$ cat config.mk
export PLATFORM = sky130hd
export DESIGN_NAME = imm_ctrl
export DESIGN_NICKNAME = d
export VERILOG_FILES = /design/src/sv/imm_pkg.sv /design/src/sv/imm_ctrl.sv
export SDC_FILE = /design/constraint.sdc
export NUM_CORES = 1
export LEC_CHECK = 0
export ABC_AREA = 1
export BUFFER_PORTS_ARGS = -buffer_cell sky130_fd_sc_hd__buf_4
export CORE_MARGIN = 4
export CORE_UTILIZATION = 50
export CTS_BUF_LIST = sky130_fd_sc_hd__clkbuf_2 sky130_fd_sc_hd__clkbuf_4 sky130_fd_sc_hd__clkbuf_8
export CTS_CLUSTER_SIZE = 14
export DETAILED_ROUTE_END_ITERATION = 10
export PLACE_DENSITY = 0.82
export SLEW_MARGIN = 25
export SYNTH_ARGS = -nofsm -noshare
export SYNTH_HDL_FRONTEND = slang
export SYNTH_SLANG_ARGS = --single-unit
export TNS_END_PERCENT = 20
$ cat constraint.sdc
create_clock -name clk -period 3.3 [get_ports clk]
set_clock_uncertainty 0.2 [all_clocks]
set_input_delay 0.33 -clock clk [delete_from_list [all_inputs] [get_ports clk]]
set_output_delay 0.33 -clock clk [all_outputs]
set_load 0.1 [all_outputs]
$ cat src/sv/imm_pkg.sv
// imm_pkg: sizes, request codes and controller/datapath interface types
// for the integer matrix multiply block. No dependencies.
package imm_pkg;

    localparam int DIM_MAX = 64;
    localparam int IDX_W   = $clog2(DIM_MAX);
    localparam int DIM_W   = 7;
    localparam int ADDR_W  = 2 * IDX_W;
    localparam int DEPTH   = DIM_MAX * DIM_MAX;
    localparam int ELEM_W  = 16;
    localparam int PROD_W  = 2 * ELEM_W;
    localparam int DOT_W   = 38;

    localparam logic [1:0] REQ_LOAD_A  = 2'd0;
    localparam logic [1:0] REQ_LOAD_B  = 2'd1;
    localparam logic [1:0] REQ_COMPUTE = 2'd2;

    typedef struct packed {
        logic             wr_a;
        logic             wr_b;
        logic             rd_en;
        logic             rd_first;
        logic             rd_last;
        logic [IDX_W-1:0] rd_row;
        logic [IDX_W-1:0] rd_k;
        logic [IDX_W-1:0] rd_col;
        logic             push;
        logic             push_last;
    } cmd_t;

    typedef struct packed {
        logic acc_full;
        logic out_free;
    } status_t;

endpackage

$ cat src/sv/imm_ctrl.sv
// imm_ctrl: request decode, dimension register and row/column sequencer.
// Depends on imm_pkg.
module imm_ctrl (
    input  logic                    clk,
    input  logic                    rst_n,
    input  logic                    cfg_we,
    input  logic [6:0]              cfg_wdata,
    input  logic                    in_valid,
    output logic                    in_stall,
    input  logic [1:0]              req_type,
    input  logic [5:0]              row_index,
    output imm_pkg::cmd_t           cmd,
    input  imm_pkg::status_t        st
);
    import imm_pkg::*;

    typedef enum logic [2:0] {
        ST_IDLE  = 3'b001,
        ST_ISSUE = 3'b010,
        ST_DRAIN = 3'b100
    } state_t;

    state_t           state_reg, state_next;
    logic [DIM_W-1:0] dim_reg;
    logic [IDX_W-1:0] row_reg, row_next;
    logic [IDX_W-1:0] k_reg, k_next;
    logic [IDX_W-1:0] j_reg, j_next;
    logic [DIM_W-1:0] dim_eff;
    logic [IDX_W-1:0] dim_m1;
    logic             accept;
    logic             start;

    assign dim_eff  = (dim_reg > DIM_W'(DIM_MAX)) ? DIM_W'(DIM_MAX) : dim_reg;
    assign dim_m1   = IDX_W'(dim_eff - DIM_W'(1));
    assign in_stall = (state_reg != ST_IDLE);
    assign accept   = in_valid && !in_stall;
    assign start    = accept && (req_type == REQ_COMPUTE)
                      && ({1'b0, row_index} < dim_eff);

    always_comb
    begin
        state_next    = state_reg;
        row_next      = row_reg;
        k_next        = k_reg;
        j_next        = j_reg;
        cmd           = '0;
        cmd.wr_a      = accept && (req_type == REQ_LOAD_A);
        cmd.wr_b      = accept && (req_type == REQ_LOAD_B);
        cmd.rd_row    = row_reg;
        cmd.rd_k      = k_reg;
        cmd.rd_col    = j_reg;
        cmd.push_last = (j_reg == dim_m1);
        unique case (state_reg)
            ST_IDLE:
            begin
                if (start)
                begin
                    row_next   = row_index;
                    k_next     = '0;
                    j_next     = '0;
                    state_next = ST_ISSUE;
                end
            end
            ST_ISSUE:
            begin
                cmd.rd_en    = 1'b1;
                cmd.rd_first = (k_reg == '0);
                cmd.rd_last  = (k_reg == dim_m1);
                k_next       = k_reg + IDX_W'(1);
                if (k_reg == dim_m1)
                    state_next = ST_DRAIN;
            end
            ST_DRAIN:
            begin
                if (st.acc_full && st.out_free)
                begin
                    cmd.push = 1'b1;
                    k_next   = '0;
                    if (j_reg == dim_m1)
                        state_next = ST_IDLE;
                    else
                    begin
                        j_next     = j_reg + IDX_W'(1);
                        state_next = ST_ISSUE;
                    end
                end
            end
            default:
            begin
                state_next = ST_IDLE;
            end
        endcase
    end

    always_ff @(posedge clk or negedge rst_n)
    begin
        if (!rst_n)
        begin
            state_reg <= ST_IDLE;
            dim_reg   <= DIM_W'(DIM_MAX);
            row_reg   <= '0;
            k_reg     <= '0;
            j_reg     <= '0;
        end
        else
        begin
            state_reg <= state_next;
            row_reg   <= row_next;
            k_reg     <= k_next;
            j_reg     <= j_next;
            if (cfg_we)
                dim_reg <= cfg_wdata;
        end
    end

endmodule

Word-level counts from Yosys, hierarchy flattened --
Cells that the tools add are included.
Operators by class: equal/unequal tests 12, magnitude comparators 2, reductions and logical operators 15, muxes and demuxes 15, add/sub/neg operators 3
Operators with widths (number):
- 6-bit 2-to-1 mux | 4
- 6-bit case mux with 3 select lines | 1
- 6-bit by 1-bit adder with 6-bit output, second input constant | 2
- 6-bit == test | 2
- 3-bit 2-to-1 mux | 4
- 6-bit case mux with 2 select lines | 1
- 3-bit case mux with 3 select lines | 1
- 2-bit inequality test, second input constant | 4
- 7-bit greater-than comparator, second input constant | 1
- 6-bit by 7-bit less-than comparator with 1-bit output | 1
- 7-bit 2-to-1 mux | 1
- 1-bit logical AND | 6
- 6-bit zero test | 1
- 3-bit AND reduction | 2
- 6-bit by 1-bit subtractor with 6-bit output, second input constant | 1
- 4-bit AND reduction | 1
- 3-bit by 1-bit == test with 1-bit output, second input constant | 1
- 3-bit by 2-bit == test with 1-bit output, second input constant | 1
- 3-bit == test, second input constant | 1
- 3-bit by 1-bit inequality test with 1-bit output, second input constant | 1
- 3-bit nonzero test | 1
- 2-bit by 1-bit == test with 1-bit output, second input constant | 1
- 2-bit == test, second input constant | 1
- 2-bit zero test | 1
- other kinds (5) | 6
Word-level totals: register bits 28, output and inout port bits 26, word-level logic and storage cells 52

Longest topological paths before layout --
depth in word-level cells 7, depth in mapped cells 19, mapped depth without buffers 19

Least setup slack after synthesis --
OpenSTA, ideal clock, no wires.
path type flip-flop to output port, start point register dim_reg[2], end point output port cmd[0] (netlist name), slack -1.618 ns, arrival 4.388 ns, required time 2.770 ns, buffers on the path 0, stages on the path, launching flop included 12, path through dfrtp_1 > nor2_1 > nand3_2 > nand2_4 > nand2_2 > ha_1 > nand2_1 > inv_1 > nand3_1 > nand2_1 > xor2_1 > nor4_1
RTL lines:
- start, declared | line imm_ctrl.sv:24 | logic [DIM_W-1:0] dim_reg;
- start signal, assigned | line imm_ctrl.sv:100 | dim_reg <= DIM_W'(DIM_MAX);
- start signal, assigned | line imm_ctrl.sv:112 | dim_reg <= cfg_wdata;
- end, declared | line imm_ctrl.sv:12 | output imm_pkg::cmd_t cmd,

==> impl_metrics.py <==
metrics = {
    "outcome": {
        "status": "complete, no violations",
    },
    "synthesis": {
        "synth-seq-cells": 28,
        "yosysSeqAreaShare": 0.373,
        "synth-edff-count": 0,
        "synthFlopType": "dfrtp_1",
        "yosysUniqueCellTypes": 31,
        "synthCells": 243,
        "ys.warnings.count": 0,
        "synthesis.area_um2": 1880,
        "async_flop_share": 1.00,
        "netlist_top_cells_area": "dfrtp_1, nand2_1, nand3_1",
        "syn-mean-instance-area_um2": 7.75,
        "synth_top_area_frac": 0.345,
        "synth_top_area_cell": "dfrtp_1",
        "synth_nets": 273,
    },
    "sta": {
        "setup_tns_ps": 0,
        "drv_slew": 0,
        "setup_ws_ps": 243,
        "tightest_slew_ps": 462,
        "relSlewSlack": 0.691,
        "finalHoldViolations": 0,
        "fmax_mhz": 327,
        "finalCritPeriodShare": 0.926,
        "rsz0062_at_grt": "no",
        "fin_crit_ps": 3060,
        "setup_viol": 0,
    },
    "layout": {
        "fin_area_um2": 2400,
        "layout_common_cells": "nand2_1, buf_4, nand3_1",
        "area_growth_pct": 27.3,
        "largest_reg_flops": 7,
        "regArea_um2": 703,
        "n_fill_cell": 326,
        "antennaDiodeCount": 0,
        "drive_above_1_share": 0.280,
        "layout_commonest_cell": "nand2_1",
        "fin_nets": 324,
        "post-route-util": 0.655,
        "layout.cells.non_filler": 341,
        "multi_input_area_um2": 1070,
    },
    "clock_tree": {
        "numCtsBuffers": 3,
        "cts_tree": "built",
        "cts_setup_buffers": 0,
        "clockBufferDepth": 2,
        "clk_pin_slew_ps": 90,
        "root_buffer": "clkbuf_8",
        "cts.sinks": 28,
        "htreeDepth": 1,
        "clk_latency_ps": 280,
    },
    "critical_path": {
        "worstPathRequired_ps": 2770,
        "crit_path_end_kind": "output port",
        "path_class": "flop to output port",
        "worstPathArrival_ps": 2530,
        "worstPathMaxFanout": 5,
        "start_kind": "flop",
    },
    "pwr": {
        "max-vdd-ir-drop_mv": 0.763,
        "leakagePower_nw": 1.25,
        "powerDensity_nw_per_um2": 807,
    },
    "detailed_routing": {
        "wirelength_um": 4250,
        "first_pass_iters": 4,
        "wl_per_cell_um": 12.5,
        "route.detailed.drc": 0,
        "ant_nets": 0,
        "via_per_inst": 5.24,
        "num_vias": 1786,
        "first_iter_violations": 85,
    },
    "die": {
        "die_w_um": 69.4,
        "start_util": 0.515,
        "core_um2": 3660,
        "die_h_um": 69.4,
        "ios": 47,
        "die_area_um2": 4810,
        "num_rows": 22,
    },
    "global_routing": {
        "antenna_found_initial": 0,
        "grt_max_degree": 29,
        "grt_pass1_wl_um": 7730,
        "gr-usage-met3": 0.0348,
        "grt_overflow": 0,
        "grt_usage": 0.193,
        "use_met1": 0.251,
        "top_usage_layer": "met2",
        "grt_pass1_vias": 1727,
        "met2_usage": 0.324,
    },
    "placed_design": {
        "gp_congestion": 0.875,
        "dpl.hpwl_um": 3450,
        "portBuffers": 46,
        "place_ws_ps": 452,
        "placed_cell_area_um2": 2310,
        "placed_cells": 336,
    },
    "worst_hold_path": {
        "hp-class": "input port to flop",
    },
    "job": {
        "cap_violations": 0,
    },
}
==> cells in the mapped netlist, types with 3 or more instances <==
| cell type | count |
|---|---|
| nor4_1 | 3 |
| mux2_2 | 9 |
| nand2_1 | 57 |
| inv_1 | 30 |
| ha_1 | 9 |
| nor3_1 | 6 |
| a21oi_1 | 5 |
| o22ai_1 | 4 |
| nand3_1 | 31 |
| dfrtp_1 | 26 |
| o21ai_0 | 9 |
| nand2_4 | 3 |
| nor2_1 | 17 |
| nand2_2 | 7 |
| xor2_1 | 6 |
==> repair_timing <==
action | 4_1_cts | 5_1_grt
hold buffers | 1 | 0
gates resized for setup | 0 | 3
endpoints found under the setup margin | 0 | 1
endpoints found under the hold margin | 26 | 0
==> per-stage QoR <==
| step | hold WS (ps) | power, W |
|---|---|---|
| floorplan | -166 | 0.00142 |
| global placement | 64.1 | 0.00165 |
| detailed placement | 66.6 | 0.00167 |
| CTS | 57.8 | 0.00194 |
| global route | 80.8 | 0.00204 |
| finish | 60.0 | 0.00193 |
==> layer usage <==
metal	part of all wire	vias to the layer above
li1	-	897
met1	0.43	827
met2	0.48	53
met3	0.069	9
met4	0.017	0
met5	0	-
==> power breakdown <==
part | internal, W | total [W] | switching (W)
Clock | 0.000163 | 0.000271 | 0.000108
Sequential | 0.000427 | 0.000492 | 0.0000655
Combinational | 0.000282 | 0.00117 | 0.000890
Total | 0.000871 | 0.00193 | 0.00106
==> cell type report <==
cell class,count,area share
well taps,48,0.0250
repair buffers,48,0.154
inverters,32,0.0501
multi-input cells,181,0.448
clock buffers,3,0.0172
clock inverters,1,0.0125
flip-flops and latches,28,0.293
==> path summary, 6_finish.rpt <==
path	startpoint	slack, ps	cells past startpoint	endpoint
worst max-delay path	dim_reg[2]	240	12	cmd[0]
worst min-delay path	cfg_wdata[5]	60	3	dim_reg[5]
worst max register to register	dim_reg[2]	440	17	k_reg[3]
worst min register to register	row_reg[0]	310	2	row_reg[0]
max in group asynchronous	rst_n	2290	2	dim_reg[6]
min in group asynchronous	rst_n	300	2	j_reg[3]
==> worst max-delay path, cell delays in order, from the launching register on <==
cell     delay (ps)
dfrtp_1         450
nor2_1          150
nand3_2         100
nand2_4         100
nand2_2          80
ha_1            240
nand2_1          90
inv_1            40
nand3_1         100
nand2_1         100
xor2_1          190
nor4_4          280
buf_4           330
==> cell families after synthesis <==
kind of cell | Yosys count | share of synthesized area
and+or+nand+nor | 136 | 0.355
buffers and inverters | 34 | 0.0697
DFF | 28 | 0.373
AOI/OAI and AO/OA | 20 | 0.0558
muxes | 9 | 0.0538
adders and majority gates | 9 | 0.0598
xor gates and xnor gates | 7 | 0.0325
Power figures use the tool's default switching activity.
